**src/hdl/nrs_pkg.sv**
```systemverilog
// ----------------------------------------------------------------------------
// nrs_pkg
// Shared types, constants and elaboration-time Gold sequence helpers for the
// NB-IoT NRS pilot generator.
// ----------------------------------------------------------------------------
package nrs_pkg;

  localparam int unsigned CELL_ID_W           = 9;
  localparam int unsigned SLOT_W              = 5;
  localparam int unsigned SEED_W              = 31;
  localparam int unsigned SEED_SCALE_W        = 10;   // c_init scale of 1024
  localparam int unsigned SYM_BASE            = 13;   // 7 + OFDM symbol 5 + 1
  localparam int unsigned GOLD_OFFSET         = 1600;
  localparam int unsigned MAX_RESOURCE_BLOCKS = 110;
  localparam int unsigned QUEUE_DEPTH         = 4;

  // Steps from the seed to c(2*(MAX_RESOURCE_BLOCKS-1))
  localparam int unsigned GOLD_SKIP = GOLD_OFFSET + 2 * (MAX_RESOURCE_BLOCKS - 1);

  typedef struct packed {
    logic [SLOT_W-1:0] slot_number;
    logic              ref_symbol;
  } in_t;

  typedef struct packed {
    logic              pilot_index;
    logic              real_negative;
    logic              imag_negative;
    logic [SLOT_W-1:0] slot_echo;
    logic              symbol_echo;
    logic              last;
  } out_t;

  // Seeded request between front and back
  typedef struct packed {
    logic [SLOT_W-1:0] slot_number;
    logic              ref_symbol;
    logic [SEED_W-1:0] seed;
  } job_t;

  function automatic logic [SEED_W-1:0] x1_step(logic [SEED_W-1:0] x);
    return {x[3] ^ x[0], x[SEED_W-1:1]};
  endfunction

  function automatic logic [SEED_W-1:0] x2_step(logic [SEED_W-1:0] x);
    return {x[3] ^ x[2] ^ x[1] ^ x[0], x[SEED_W-1:1]};
  endfunction

  // x1 is seeded with 1, so its output bits are fixed: bit k is x1(skip+k)
  function automatic logic [3:0] x1_tail(int unsigned skip);
    logic [SEED_W-1:0] x;
    logic [3:0]        b;
    x = SEED_W'(1);
    b = '0;
    for (int unsigned n = 0; n < skip; n++) x = x1_step(x);
    for (int unsigned k = 0; k < 4; k++) begin
      b[k] = x[0];
      x    = x1_step(x);
    end
    return b;
  endfunction

  // x2 is linear in the seed: output bit after `steps` steps is the parity
  // of seed & mask, where mask bit j is the response to seed bit j alone
  function automatic logic [SEED_W-1:0] x2_mask(int unsigned steps);
    logic [SEED_W-1:0] x;
    logic [SEED_W-1:0] m;
    m = '0;
    for (int unsigned j = 0; j < SEED_W; j++) begin
      x = SEED_W'(1) << j;
      for (int unsigned n = 0; n < steps; n++) x = x2_step(x);
      m[j] = x[0];
    end
    return m;
  endfunction

endpackage

```
**src/hdl/nrs_front.sv**
```systemverilog
// ----------------------------------------------------------------------------
// nrs_front
// Request intake: forms the Gold sequence seed c_init and registers it.
// ----------------------------------------------------------------------------
module nrs_front import nrs_pkg::*; (
  input  logic                 clk,
  input  logic                 rst_n,
  input  logic [CELL_ID_W-1:0] cell_id,
  input  logic                 in_valid,
  output logic                 in_ready,
  input  in_t                  in_data,
  output logic                 job_valid,
  input  logic                 job_ready,
  output job_t                 job
);

  localparam int unsigned A_W    = 8;   // 7*slot + 14 stays below 256
  localparam int unsigned TWO_W  = CELL_ID_W + 1;
  localparam int unsigned PROD_W = A_W + TWO_W;

  logic              valid_r;
  job_t              job_r;
  job_t              job_nxt;
  logic [A_W-1:0]    a_val;
  logic [TWO_W-1:0]  two_n1;
  logic [PROD_W-1:0] prod;
  logic              accept;

  assign in_ready = !valid_r || job_ready;
  assign accept   = in_valid && in_ready;

  always_comb begin
    // 7*(slot+1) + sym + 1 with sym = 5 + ref_symbol
    a_val  = A_W'({in_data.slot_number, 3'b000}) - A_W'(in_data.slot_number)
           + A_W'(SYM_BASE) + A_W'(in_data.ref_symbol);
    two_n1 = {cell_id, 1'b1};
    prod   = PROD_W'(a_val) * PROD_W'(two_n1);
    job_nxt.slot_number = in_data.slot_number;
    job_nxt.ref_symbol  = in_data.ref_symbol;
    // 1024*A*(2N+1) + (2N+1): low ten bits never carry
    job_nxt.seed = SEED_W'({prod, two_n1});
  end

  always_ff @(posedge clk) begin
    if (!rst_n) begin
      valid_r <= 1'b0;
    end else if (in_ready) begin
      valid_r <= in_valid;
    end
    if (accept) begin
      job_r <= job_nxt;
    end
  end

  assign job_valid = valid_r;
  assign job       = job_r;

  a_stall_hold: assert property (@(posedge clk) disable iff (!rst_n)
    (valid_r && !job_ready) |=> (valid_r && $stable(job_r)))
    else $error("front stage dropped or changed a stalled request");

endmodule

```
**src/hdl/nrs_fifo.sv**
```systemverilog
// ----------------------------------------------------------------------------
// nrs_fifo
// Small request queue between intake and pilot expansion.
// ----------------------------------------------------------------------------
module nrs_fifo import nrs_pkg::*; #(
  parameter int unsigned DEPTH = QUEUE_DEPTH
) (
  input  logic clk,
  input  logic rst_n,
  input  logic wr_valid,
  output logic wr_ready,
  input  job_t wr_data,
  output logic rd_valid,
  input  logic rd_ready,
  output job_t rd_data
);

  localparam int unsigned PW = (DEPTH > 1) ? $clog2(DEPTH) : 1;
  localparam int unsigned CW = $clog2(DEPTH + 1);

  job_t          mem_r [DEPTH];
  logic [PW-1:0] wr_ptr_r;
  logic [PW-1:0] rd_ptr_r;
  logic [CW-1:0] count_r;
  logic [PW-1:0] wr_ptr_nxt;
  logic [PW-1:0] rd_ptr_nxt;
  logic [CW-1:0] count_nxt;
  logic          push;
  logic          pop;

  assign wr_ready = (count_r != CW'(DEPTH));
  assign rd_valid = (count_r != '0);
  assign push     = wr_valid && wr_ready;
  assign pop      = rd_valid && rd_ready;
  assign rd_data  = mem_r[rd_ptr_r];

  always_comb begin
    wr_ptr_nxt = wr_ptr_r;
    rd_ptr_nxt = rd_ptr_r;
    count_nxt  = count_r;
    if (push) begin
      wr_ptr_nxt = (wr_ptr_r == PW'(DEPTH - 1)) ? '0 : wr_ptr_r + 1'b1;
    end
    if (pop) begin
      rd_ptr_nxt = (rd_ptr_r == PW'(DEPTH - 1)) ? '0 : rd_ptr_r + 1'b1;
    end
    case ({push, pop})
      2'b10:   count_nxt = count_r + 1'b1;
      2'b01:   count_nxt = count_r - 1'b1;
      default: count_nxt = count_r;
    endcase
  end

  always_ff @(posedge clk) begin
    if (!rst_n) begin
      wr_ptr_r <= '0;
      rd_ptr_r <= '0;
      count_r  <= '0;
    end else begin
      wr_ptr_r <= wr_ptr_nxt;
      rd_ptr_r <= rd_ptr_nxt;
      count_r  <= count_nxt;
    end
    if (push) begin
      mem_r[wr_ptr_r] <= wr_data;
    end
  end

  a_count_up: assert property (@(posedge clk) disable iff (!rst_n)
    (push && !pop) |=> (count_r == $past(count_r) + 1'b1))
    else $error("queue occupancy did not track a push");

endmodule

```
**src/hdl/nrs_back.sv**
```systemverilog
// ----------------------------------------------------------------------------
// nrs_back
// Pilot expansion: jumps the Gold sequence ahead in one GF(2) step and emits
// the two QPSK pilots of a request through an output register.
// ----------------------------------------------------------------------------
module nrs_back import nrs_pkg::*; (
  input  logic clk,
  input  logic rst_n,
  input  logic job_valid,
  output logic job_ready,
  input  job_t job,
  output logic out_valid,
  input  logic out_ready,
  output out_t out_data
);

  localparam logic [3:0] X1_BITS = x1_tail(GOLD_SKIP);
  localparam logic [3:0][SEED_W-1:0] X2_MASK = {
    x2_mask(GOLD_SKIP + 3), x2_mask(GOLD_SKIP + 2),
    x2_mask(GOLD_SKIP + 1), x2_mask(GOLD_SKIP)
  };

  logic       out_valid_r;
  out_t       out_r;
  logic       pend_r;       // second pilot waits in pend_data_r
  out_t       pend_data_r;
  logic [3:0] gold;
  logic       out_free;
  logic       take;

  always_comb begin
    for (int k = 0; k < 4; k++) begin
      gold[k] = X1_BITS[k] ^ (^(job.seed & X2_MASK[k]));
    end
  end

  assign out_free  = !out_valid_r || out_ready;
  assign take      = out_free && !pend_r && job_valid;
  assign job_ready = out_free && !pend_r;

  always_ff @(posedge clk) begin
    if (!rst_n) begin
      out_valid_r <= 1'b0;
      pend_r      <= 1'b0;
    end else if (out_free) begin
      if (pend_r) begin
        out_valid_r <= 1'b1;
        pend_r      <= 1'b0;
      end else begin
        out_valid_r <= job_valid;
        pend_r      <= job_valid;
      end
    end
    if (out_free && pend_r) begin
      out_r <= pend_data_r;
    end else if (take) begin
      out_r.pilot_index   <= 1'b0;
      out_r.real_negative <= gold[0];
      out_r.imag_negative <= gold[1];
      out_r.slot_echo     <= job.slot_number;
      out_r.symbol_echo   <= job.ref_symbol;
      out_r.last          <= 1'b0;
      pend_data_r.pilot_index   <= 1'b1;
      pend_data_r.real_negative <= gold[2];
      pend_data_r.imag_negative <= gold[3];
      pend_data_r.slot_echo     <= job.slot_number;
      pend_data_r.symbol_echo   <= job.ref_symbol;
      pend_data_r.last          <= 1'b1;
    end
  end

  assign out_valid = out_valid_r;
  assign out_data  = out_r;

  a_pend_first: assert property (@(posedge clk) disable iff (!rst_n)
    pend_r |-> (out_valid_r && !out_r.last && !out_r.pilot_index))
    else $error("second pilot pending without first pilot on output");

  a_second_follows: assert property (@(posedge clk) disable iff (!rst_n)
    (out_valid_r && out_ready && !out_r.last)
      |=> (out_valid_r && out_r.last && out_r.pilot_index))
    else $error("first pilot not followed by second pilot");

endmodule

```
**src/hdl/nbiot_nrs_pilot_generator_core.sv**
```systemverilog
// ----------------------------------------------------------------------------
// nbiot_nrs_pilot_generator_core
// NB-IoT NRS pilot generator: per request (slot, reference symbol) emits the
// two QPSK pilot sign pairs of the 3GPP Gold sequence for the set cell id.
//
//   channel | direction | handshake            | payload
//   --------+-----------+----------------------+-----------------------------
//   in_     | input     | in_valid / in_ready  | in_data  (in_t)
//   out_    | output    | out_valid/ out_ready | out_data (out_t), 2 per item
//   cfg_    | input     | cfg_valid/ cfg_ready | cfg_data (cell id, 9 bits)
//
// Path from request acceptance to the first pilot: seed register, queue,
// output register; the second pilot follows from a holding register.
// Sustained rate: the output register delivers one pilot per cycle while
// out_ready is high, and each request takes two pilots. Requests are taken
// every cycle until the request queue fills. Synchronous active-low reset
// clears all control state; cfg_ready is always high.
// ----------------------------------------------------------------------------
module nbiot_nrs_pilot_generator_core import nrs_pkg::*; #(
  parameter int unsigned QUEUE_ENTRIES = QUEUE_DEPTH
) (
  input  logic                 clk,
  input  logic                 rst_n,
  input  logic                 in_valid,
  output logic                 in_ready,
  input  in_t                  in_data,
  output logic                 out_valid,
  input  logic                 out_ready,
  output out_t                 out_data,
  input  logic                 cfg_valid,
  output logic                 cfg_ready,
  input  logic [CELL_ID_W-1:0] cfg_data
);

  logic [CELL_ID_W-1:0] cell_id_r;
  logic                 fq_valid;
  logic                 fq_ready;
  job_t                 fq_job;
  logic                 qb_valid;
  logic                 qb_ready;
  job_t                 qb_job;

  assign cfg_ready = 1'b1;

  always_ff @(posedge clk) begin
    if (!rst_n) begin
      cell_id_r <= '0;
    end else if (cfg_valid && cfg_ready) begin
      cell_id_r <= cfg_data;
    end
  end

  nrs_front u_front (
    .clk       (clk),
    .rst_n     (rst_n),
    .cell_id   (cell_id_r),
    .in_valid  (in_valid),
    .in_ready  (in_ready),
    .in_data   (in_data),
    .job_valid (fq_valid),
    .job_ready (fq_ready),
    .job       (fq_job)
  );

  nrs_fifo #(
    .DEPTH (QUEUE_ENTRIES)
  ) u_fifo (
    .clk      (clk),
    .rst_n    (rst_n),
    .wr_valid (fq_valid),
    .wr_ready (fq_ready),
    .wr_data  (fq_job),
    .rd_valid (qb_valid),
    .rd_ready (qb_ready),
    .rd_data  (qb_job)
  );

  nrs_back u_back (
    .clk       (clk),
    .rst_n     (rst_n),
    .job_valid (qb_valid),
    .job_ready (qb_ready),
    .job       (qb_job),
    .out_valid (out_valid),
    .out_ready (out_ready),
    .out_data  (out_data)
  );

endmodule
```
**config.mk**
```make
export PLATFORM = sky130hd
export DESIGN_NAME = nbiot_nrs_pilot_generator_core
export DESIGN_NICKNAME = d
export VERILOG_FILES = /design/src/hdl/nrs_pkg.sv /design/src/hdl/nrs_front.sv /design/src/hdl/nrs_fifo.sv /design/src/hdl/nrs_back.sv /design/src/hdl/nbiot_nrs_pilot_generator_core.sv
export SDC_FILE = /design/constraint.sdc
export NUM_CORES = 1
export LEC_CHECK = 0
export BUFFER_PORTS_ARGS = -buffer_cell sky130_fd_sc_hd__buf_4
export CAP_MARGIN = 40
export CORE_ASPECT_RATIO = 0.8
export CORE_MARGIN = 4
export CORE_UTILIZATION = 57
export CTS_CLUSTER_DIAMETER = 100
export CTS_CLUSTER_SIZE = 12
export DETAILED_ROUTE_END_ITERATION = 12
export PLACE_DENSITY_LB_ADDON = 0.05
export SYNTH_ARGS = -nofsm -noshare
export SYNTH_HDL_FRONTEND = slang
export SYNTH_SLANG_ARGS = --single-unit
```
**constraint.sdc**
```tcl
create_clock -name clk -period 5.5 [get_ports clk]
set_input_delay 0.275 -clock clk [delete_from_list [all_inputs] [get_ports clk]]
set_output_delay 0.275 -clock clk [all_outputs]
set_load 0.01 [all_outputs]
```
======== Word level (Yosys, flattened, before mapping) ========
Memory sizes are Yosys's and may differ from the RTL's. A register that Yosys moved wholly into a read port is not among the register bits.
Cells that the tools add are included.
word-level totals
  bits in registers ....................... 70
  latch bits .............................. 0
  bits in writable memories ............... 132
  ROM bits ................................ 0
  logic and storage cells ................. 65
  memories kept ........................... 1
memory list
  memory        depth  width  read ports  clocked after memory_dff  write ports  RTL line        text
  u_fifo.mem_r  4      33     1           1                         1            nrs_fifo.sv:21  job_t mem_r [DEPTH];
cells by class
  add/sub/neg operators ................... 7
  multiply operators ...................... 1
  div/mod/pow operators ................... 0
  order comparisons ....................... 0
  eq/ne operators ......................... 5
  shift operators ......................... 0
  multiplexer cells ....................... 11
  bitwise logic cells ..................... 2
  reductions and logical operators ........ 18
operators by type and width
  cell                                                 count
  XOR reduction 31 bit                                 4
  multiplier 8 x 10 -> 18 bit                          1
  2-to-1 mux 10 bit                                    1
  2-to-1 mux 9 bit                                     1
  adder 8 x 1 -> 8 bit                                 1
  adder 8 x 4 -> 8 bit, second input constant          1
  2-to-1 mux 2 bit                                     4
  subtractor 8 x 5 -> 8 bit                            1
  equality test 2 bit, second input constant           3
  case mux 3 bit (2 select lines)                      1
  logical AND 1 bit                                    5
  adder 2 x 1 -> 2 bit, second input constant          2
  2-to-1 mux 1 bit                                     4
  nonzero test 2 bit                                   2
  adder 3 x 1 -> 3 bit, second input constant          1
  zero test 1 bit                                      3
  != test 3 bit, second input constant                 1
  nonzero test 3 bit                                   1
  subtractor 3 x 1 -> 3 bit, second input constant     1
  equality test 2 x 1 -> 1 bit, second input constant  1
  logical OR 1 bit                                     2
  inverter 1 bit                                       2
  AND reduction 2 bit                                  1

======== Depth between registers and ports, before layout ========
Gate-level depths: netlist of run 1.
  depth in word-level cells ............... 6
  gate-level depth with buffers ........... 25
  gate-level depth less buffers ........... 25

======== Hierarchy ========
A second synthesis of run 1 with hierarchy kept.
second synthesis, totals
  cells, all modules ...................... 743
  area total of the unflattened synthesis .. 11,239.5 µm²
by module, submodules not included
  module                          instances  cells an instance  area each (µm²)  sequential area each (µm²)
  nrs_fifo                        1          249                5,831.8          4,624.4
  nrs_front                       1          395                4,001.3          1,011.0
  nrs_back                        1          69                 1,057.3          550.5
  nbiot_nrs_pilot_generator_core  1          30                 349.1            180.2

======== Worst setup path before layout of run 1 ========
No wires, ideal clock.
  kind .................................... input-to-reg
  from .................................... input port in_data[1] in the netlist's numbering
  to ...................................... register u_front.job_r (netlist bit u_front.job[27]), data pin
  library setup time ...................... 260 ps
  arrival time ............................ 5,669 ps
  data required time ...................... 5,240 ps
  setup slack ............................. -429 ps
  cell stages on the path ................. 23
  path buffers ............................ 0
  path through ............................ inv_1 > ha_1 > ha_1 > fa_1 > a21oi_1 > nor2_1 > nor2_1 > o21bai_1 > a21oi_1 > xnor2_1 > and2_1 > fa_1 > inv_1 > fa_1 > fa_1 > fa_1 > inv_1 > ha_1 > a2111oi_0 > a22oi_1 > a2111oi_0 > o21bai_1 > xnor2_1
on the way
  longest elaborated chain between the ends .. 4
ends and longest elaborated chain
  item                         RTL line                              text
  start: declaration           nbiot_nrs_pilot_generator_core.sv:26  input in_t in_data,
  subtractor 8 x 5 -> 8 bit    nrs_front.sv:34                       a_val = A_W'({in_data.slot_number, 3'b000}) - A_W'(in_data.slot_number)
  adder 8 x 4 -> 8 bit         nrs_front.sv:35                       + A_W'(SYM_BASE) + A_W'(in_data.ref_symbol);
  adder 8 x 1 -> 8 bit         nrs_front.sv:35
  multiplier 8 x 10 -> 18 bit  nrs_front.sv:37                       prod = PROD_W'(a_val) * PROD_W'(two_n1);
  via u_front.prod[17]         nrs_front.sv:26                       logic [PROD_W-1:0] prod;
  end signal: assignment       nrs_front.sv:51                       job_r <= job_nxt;
  end: declaration             nrs_front.sv:22                       job_t job_r;
The timed path passes the listed nets, and every way through them passes these cells.
A chain may end at the register's enable or synchronous reset.

======== Final worst setup path of run 1 ========
  from .................................... input port in_data[1] in the netlist's numbering
  to ...................................... register u_front.job_r (netlist bit u_front.job[23]), data pin
The elaborated chain is that of the path after synthesis.

==> reports/qor.csv, run 1 <==
stage,metric,value,unit
floorplanning,core,18100,sq um
global_routing,grt_pass1_vias,5879,
worst_hold_path,hp-class,input pin to flip-flop,
detailed_routing,routedWlPerCell,17.7,um
timing,tightest_slew,834,ps
clocking,cts_buffers,20,
critical_path,cp_slowest_cell,fa_1,
global_routing,grt_overflow_total,0,
critical_path,crit_arrival,5580,ps
global_routing,grt_start_max_net_pins,34,
critical_path,r2r-end,u_front.job[23],
detailed_routing,drt_pre_antenna_iters,4,
logic_synthesis,synth_nets,840,
critical_path,cp_top_family,adder cells,
outcome,status,"complete, no violations",
floorplanning,die_y,129,um
critical_path,path_class,input pin to flip-flop,
cells_and_area,final_area,12100,sq um
cells_and_area,diodes,0,
worst_hold_path,worstHoldStart,in_data[3],
clocking,cts.path.max_buffers,3,
critical_path,cp-end-kind,flip-flop,
timing,drv_slew,0,
worst_hold_path,holdPathEnd,u_front.job[34],
critical_path,crit_fanout,4,
global_routing,grt_pass1_wl,30.6,mm
timing,setup_viol,0,
detailed_routing,final_antenna_net_count,0,
pwr,leakagePower,4.73,nW
critical_path,worstPathRequired,5750,ps
clocking,clkLatencyLatePin,490,ps
logic_synthesis,ys_seq_area_frac,0.562,
floorplanning,die_width,160,um
placement,place_hpwl,12.9,mm
timing,finalCritPeriodShare,0.970,
critical_path,rr_startpoint,cell_id_r[4],
critical_path,rrSetupSlack,860,ps
timing,fin_ws,164,ps
detailed_routing,first_iter_violations,297,
clocking,cts-root-buf,clkbuf_16,
timing,slew_headroom,0.444,
floorplanning,dieArea,20600,sq um
clocking,cts.sinks,203,
detailed_routing,vias,5600,
critical_path,crit_buf_inv,7,
logic_synthesis,synthCells,717,
timing,max_freq,0.187,GHz
critical_path,r2r_cells,16,
detailed_routing,vias_per_cell,5.38,
placement,pre_cts_ws,-345,ps
global_routing,grtUsageTotal,0.188,
critical_path,path_common_cell,fa_1,
clocking,path_clk_slew,60,ps
detailed_routing,wirelength,18.4,mm
logic_synthesis,syn_area,10500,sq um
placement,place_area,11400,sq um
cells_and_area,nets,929,
timing,rsz0062_at_grt,false,
timing,hold_viol_final,0,
floorplanning,floorplan.initialDensity,0.578,
pwr,peakVddDrop,0.274,mV
logic_synthesis,yosysUniqueCellTypes,44,
worst_hold_path,worstHoldPathCells,1,
critical_path,startpoint_type,input pin,
clocking,htree_levels,1,
run,max-cap-violations,0,
cells_and_area,areaGrowthSynthToFinish,15.3,%
timing,finClkSkew,5.46,ps
logic_synthesis,ys_ff_latch,203,
floorplanning,row_count,44,
clocking,cts_tree,done,
pwr,power_density,444,nW/um^2
timing,fin_crit,5340,ps
critical_path,cp-startpoint,in_data[1],
placement,gp_congestion,0.805,
detailed_routing,drcViolationCount,0,
cells_and_area,layout-drive-gt1-share,0.218,
logic_synthesis,avgSynthCellArea,14.6,sq um
floorplanning,ios,33,
global_routing,antenna_found_initial,0,
placement,io_buffers,31,
critical_path,cpPeakStageDelay,550,ps
logic_synthesis,ys_warn_count,0,
worst max-delay path by stage:
stage | end | slack [ps] | cells past startpoint
finish | u_front.job[23] | 160 | 27
CTS | u_front.job[24] | 160 | 26
detailed placement | u_front.job[24] | -350 | 26
global route | u_front.job[27] | 6 | 25
global placement | u_front.job[24] | -240 | 26
floorplan | u_front.job[24] | 1 | 25
cell families (layout without fill, tap and decap cells):
logic type / Yosys count / after routing / share of synthesized area
other: 1 / 1 / 0.000358
buffers and inverters: 117 / 211 / 0.0443
adder cells (fa/ha/maj): 103 / 103 / 0.159
flip-flops: 203 / 203 / 0.562
AND/OR/NAND/NOR: 133 / 133 / 0.0662
AO/OA/AOI/OAI: 50 / 50 / 0.0307
multiplexers: 48 / 48 / 0.0821
XOR/XNOR: 62 / 62 / 0.0554
repair_timing:
action                     4_1_cts  5_1_grt
setup buffers                    0        5
hold buffers                     2        0
setup endpoints to repair        0        2
gates resized for setup          0       13
hold endpoints to repair         2        0
power by group:
group          total [mW]  internal, mW  switching [mW]
Clock                1.17         0.661           0.514
Sequential           2.22          2.06           0.167
Combinational        1.96         0.989           0.972
metal layers:
metal / vias to the layer above / GRT usage / part of all wire
li1: 2649 / - / -
met1: 2830 / 0.271 / 0.47
met2: 99 / 0.311 / 0.47
met3: 22 / 0.0289 / 0.042
met4: 0 / 0.0378 / 0.016
met5: - / 0 / 0
synth_stat cells:
library cell	n	area share
a22oi_1	2	0.0014
xor2_2	2	0.0031
or3_1	1	0.00060
nand3_1	3	0.0014
dfxtp_1	21	0.040
o311ai_1	1	0.00084
nor4_1	1	0.00060
and3_1	4	0.0024
xnor2_2	3	0.0047
buf_1	1	0.00036
conb_1	1	0.00036
and2_1	47	0.028
nor2_1	14	0.0050
xor2_1	18	0.015
nand2b_1	3	0.0018
o31ai_1	1	0.00072
edfxtp_1	182	0.52
a21oi_1	14	0.0067
a21o_1	5	0.0036
o21bai_1	3	0.0022
mux4_2	27	0.058
inv_1	98	0.035
mux2_2	7	0.0075
xnor2_1	39	0.033
nor2b_1	16	0.0096
nor3_1	4	0.0019
fa_1	50	0.096
ha_1	53	0.063
a311oi_1	1	0.00084
nand2_1	39	0.014
mux2i_1	12	0.011
buf_6	1	0.0011
o21ai_0	5	0.0024
a21boi_0	4	0.0029
o21ai_1	4	0.0019
mux4_1	2	0.0050
buf_4	4	0.0029
a2111oi_0	2	0.0017
buf_2	2	0.00096
clkbuf_1	11	0.0039
and3b_1	1	0.00084
a31oi_1	2	0.0012
o21a_1	5	0.0036
o41ai_1	1	0.00084
registers in the layout, indices dropped and copies added (netlist names), named ones only:
register / count
u_back.pend_data_r: 8
u_front.job: 33
u_back.out_data: 9
u_fifo.wr_ptr_r: 2
u_fifo.rd_ptr_r: 2
u_back.out_valid: 1
cell_id_r: 9
u_front.job_valid: 1
u_fifo.mem_r: 132
u_back.pend_r: 1
u_fifo.count_r: 3
cells in the final DEF, fill, tap and decap left out, drive strengths merged, types with 4 or more instances in the layout:
master,n
a21boi,4
a21o,5
a21oi,14
and2,47
and3,4
buf,84
clkbuf,26
dfxtp,21
edfxtp,182
fa,50
ha,53
inv,98
mux2,7
mux2i,12
mux4,29
nand2,39
nor2,14
nor2b,16
nor3,4
o21a,5
o21ai,9
xnor2,42
xor2,20
cell type report:
cell class                 instances  area (sq um)
fill                            1283          6040
sequential                       203          5890
multi-input combinational        397          4330
timing repair buffer              86           654
clock buffer                      26           523
inverter                          98           370
tap                              230           288
clock inverter                     1          16.3
metrics by stage:
stage	cells	power [mW]	utilization	hold WS (ps)	TNS, ps
6_report	1041	5.36	0.666	32.1	0
5_1_grt	1041	5.71	0.666	22.1	0
4_1_cts	1035	5.38	0.661	9.60	0
3_5_place_dp	1006	4.19	0.630	475	-1550
3_3_place_gp	1005	4.14	0.630	466	-1140
2_1_floorplan	717	3.58	-	374	0
No activity file was read; power rests on OpenSTA's default activity.
==> run 2: changes to the inputs <==
--- a/config.mk
+++ b/config.mk
@@ -16,4 +16,5 @@
 export PLACE_DENSITY_LB_ADDON = 0.05
 export SYNTH_ARGS = -nofsm -noshare
 export SYNTH_HDL_FRONTEND = slang
+export SYNTH_HIERARCHICAL = 1
 export SYNTH_SLANG_ARGS = --single-unit
==> constraint.sdc (replaced) <==
create_clock -name clk -period 5.5 [get_ports clk]
set_input_delay 0.275 -clock clk [delete_from_list [all_inputs] [get_ports clk]]
set_output_delay 0.275 -clock clk [all_outputs]
set_load 0.005 [all_outputs]
==> run 2 against run 1 <==
  * Power is 8.4% higher
  * Cell area is 5.0% higher
  * Combinational power increased by 10%
  * Final cell count grew 3.5%
  * Setup slack better by 72 ps
  * Synthesized cell count rose by 3.6%
  * Die area rose by 6.9%
  * Sequential share of layout area grew 1.5 points
  * Largest power group unchanged
  * Highest routed layer unchanged
==> reports/qor.csv, run 2 <==
stage,metric,value,unit,change
clocking,cts_buffers,22,,was 20
logic_synthesis,avgSynthCellArea,15.1,sq um,was 14.6 sq um
critical_path,worstPathRequired,5820,ps,was 5750 ps
timing,tightest_slew,922,ps,was 834 ps
detailed_routing,wirelength,20.3,mm,was 18.4 mm
clocking,cts.sinks,219,,was 203
global_routing,grt_pass1_wl,33.3,mm,was 30.6 mm
timing,setup_viol,0,,unchanged
placement,pre_cts_ws,-197,ps,was -345 ps
cells_and_area,layout-drive-gt1-share,0.193,,was 0.218
placement,placedCellCount,1042,,was 1006
clocking,clkLatencyLatePin,500,ps,was 490 ps
timing,drv_slew,0,,unchanged
worst_hold_path,hp-class,input pin to flip-flop,,unchanged
global_routing,grtUsageTotal,0.195,,was 0.188
timing,finClkSkew,4.86,ps,was 5.46 ps
clocking,post-cts-setup-buffers,0,,unchanged
detailed_routing,drcViolationCount,0,,unchanged
timing,finalCritPeriodShare,0.957,,was 0.970
cells_and_area,nets,936,,was 929
critical_path,crit_fanout,9,,was 4
logic_synthesis,ys_seq_area_frac,0.566,,was 0.562
detailed_routing,drt_pre_antenna_iters,4,,unchanged
pwr,leakagePower,4.90,nW,was 4.73 nW
critical_path,path_class,input pin to flip-flop,,unchanged
global_routing,antenna_found_initial,0,,unchanged
floorplanning,die_width,165,um,was 160 um
cells_and_area,utilization,0.662,,was 0.666
detailed_routing,final_antenna_net_count,0,,unchanged
logic_synthesis,yosysMostFrequentCell,edfxtp_1,,unchanged
cells_and_area,final_cell_mix,"198 x edfxtp_1, 87 x inv_1, 55 x buf_4",,"was 182 x edfxtp_1, 95 x inv_1, 83 x buf_4"
logic_synthesis,synthArstFlopShare,0,,unchanged
detailed_routing,vias,5931,,was 5600
logic_synthesis,ys.flop_type,edfxtp_1,,unchanged
critical_path,r2r_cells,13,,was 16
logic_synthesis,yosysUniqueCellTypes,57,,was 44
logic_synthesis,syn_area,11200,sq um,was 10500 sq um
clocking,cts_tree,done,,unchanged
global_routing,grt_overflow_total,0,,unchanged
detailed_routing,vias_per_cell,5.51,,was 5.38
critical_path,rr_startpoint,cell_id_r[4],,unchanged
cells_and_area,top_register,u_fifo/mem_r,,was u_fifo.mem_r
floorplanning,core,19100,sq um,was 18100 sq um
clocking,cts.path.max_buffers,3,,unchanged
critical_path,cp-startpoint,in_data[5],,was in_data[1]
critical_path,rrSetupSlack,1200,ps,was 860 ps
clocking,htree_levels,1,,unchanged
outcome,status,"complete, no violations",,unchanged
timing,max_freq,0.190,GHz,was 0.187 GHz
timing,fin_crit,5260,ps,was 5340 ps
floorplanning,dieArea,22000,sq um,was 20600 sq um
cells_and_area,finalNonFillerCells,1077,,was 1041
logic_synthesis,ys_ff_latch,219,,was 203
run,max-cap-violations,0,,unchanged
cells_and_area,nFillCells,1366,,was 1283
critical_path,crit_arrival,5590,ps,was 5580 ps
clocking,path_clk_slew,60,ps,about the same
logic_synthesis,synth_top_cell_area_share,0.529,,was 0.522
logic_synthesis,synth_edf_count,198,,was 182
logic_synthesis,synthCells,743,,was 717
logic_synthesis,ys_warn_count,6,,was 0
critical_path,cp-end-kind,flip-flop,,unchanged
floorplanning,ios,33,,unchanged
timing,hold_viol_final,0,,unchanged
timing,rsz0062_at_grt,false,,unchanged
floorplanning,row_count,45,,was 44
placement,gp_congestion,0.831,,was 0.805
critical_path,endpoint,u_front/job[20],,was u_front.job[23]
detailed_routing,routedWlPerCell,18.8,um,was 17.7 um
floorplanning,floorplan.initialDensity,0.587,,was 0.578
logic_synthesis,yosys-top-cells-area,"edfxtp_1 53%, fa_1 8.9%, mux4_2 7.4%",,"was edfxtp_1 52%, fa_1 9.6%, ha_1 6.3%"
placement,place_hpwl,14.1,mm,was 12.9 mm
cells_and_area,final_common_cell,edfxtp_1,,unchanged
clocking,cts-root-buf,clkbuf_16,,unchanged
detailed_routing,first_iter_violations,375,,was 297
timing,fin_tns_setup,0,ps,unchanged
timing,slew_headroom,0.383,,was 0.444
pwr,peakVddDrop,0.442,mV,was 0.274 mV
logic_synthesis,synth.largest_area_cell,edfxtp_1,,unchanged
logic_synthesis,synth_common_cells,"198 x edfxtp_1, 88 x inv_1, 53 x ha_1",,"was 182 x edfxtp_1, 98 x inv_1, 53 x ha_1"
global_routing,grt_start_max_net_pins,38,,was 34
cells_and_area,largest_reg_flops,148,,was 132
critical_path,startpoint_type,input pin,,unchanged
critical_path,r2r-end,u_front/job[20],,was u_front.job[23]
pwr,power_density,458,nW/um^2,was 444 nW/um^2
cells_and_area,diodes,0,,unchanged
timing,fin_ws,237,ps,was 164 ps
pwr,power,5.81,mW,was 5.36 mW
cells_and_area,areaGrowthSynthToFinish,12.7,%,was 15.3%
placement,io_buffers,31,,unchanged
floorplanning,die_y,134,um,was 129 um
global_routing,grt_pass1_vias,6157,,was 5879
## run 2: area by class of cell
cell class | count | area [sq um] | area share
well taps | 258 | 323 | 0.0255
repair buffers | 64 | 543 | 0.0429
clock buffers | 28 | 573 | 0.0452
flip-flops and latches | 219 | 6370 | 0.503
inverters | 88 | 330 | 0.0261
multi-input cells | 418 | 4510 | 0.356
clock inverters | 2 | 27.5 | 0.00217
## run 2: what timing repair did
item | in CTS | in global routing
endpoints found under the hold margin | 5 | 0
resized for setup | 0 | 19
hold buffers | 5 | 0
endpoints found under the setup margin | 0 | 10
## run 2: critical path, cell delays in order
cell	delay [ps]
dlygate4sd3_1	530
buf_4	150
inv_1	50
ha_1	140
ha_2	330
nor2b_1	170
a221oi_1	260
nand3_1	140
buf_4	190
nand2_1	90
fa_1	450
fa_1	510
inv_1	60
fa_1	490
fa_1	420
ha_1	300
a21o_1	210
a31oi_2	240
a21boi_1	140
or2_0	230
o311ai_1	210
## run 2: where the power goes
part | internal, mW | switching (mW) | total [mW]
Sequential | 2.21 | 0.139 | 2.34
Clock | 0.729 | 0.570 | 1.30
Combinational | 1.09 | 1.07 | 2.16
Total | 4.03 | 1.78 | 5.81
## run 2: cell families (layout without fill, tap and decap cells)
family,Yosys count,in the layout,share of synthesized area
fa+ha+maj,103,103,0.148
flops,219,219,0.566
other cells,3,5,0.00100
simple gates,158,158,0.0757
xor+xnor,44,44,0.0425
buf+inv,108,182,0.0412
compound gates,54,54,0.0347
mux,54,54,0.0904
## run 2: worst min path at each step
| stage | startpoint | end | slack, ps | cells after the start |
|---|---|---|---|---|
| floorplan | in_data[0] | u_front/job[31] | 370 | 0 |
| global placement | u_front/job[34] | u_fifo/mem_r[2][34] | 470 | 0 |
| detailed placement | in_data[1] | u_front/job[32] | 470 | 1 |
| CTS | cfg_data[5] | cell_id_r[5] | 20 | 3 |
| global route | cfg_data[0] | cell_id_r[0] | 30 | 3 |
| finish | cfg_data[7] | cell_id_r[7] | 30 | 3 |
## run 2: per-layer routing
metal	track usage	share of wire
met5	0	0
met4	0.0443	0.021
met3	0.0272	0.029
met2	0.306	0.48
met1	0.295	0.47
## run 2: per-stage QoR
stage                     instance area, sq um  hold WS (ps)
after floorplan                          11200           374
after global placement                   11900           467
after detailed placement                 11900           475
after CTS                                12600          15.2
after global routing                     12700          30.8
final                                    12700          32.7
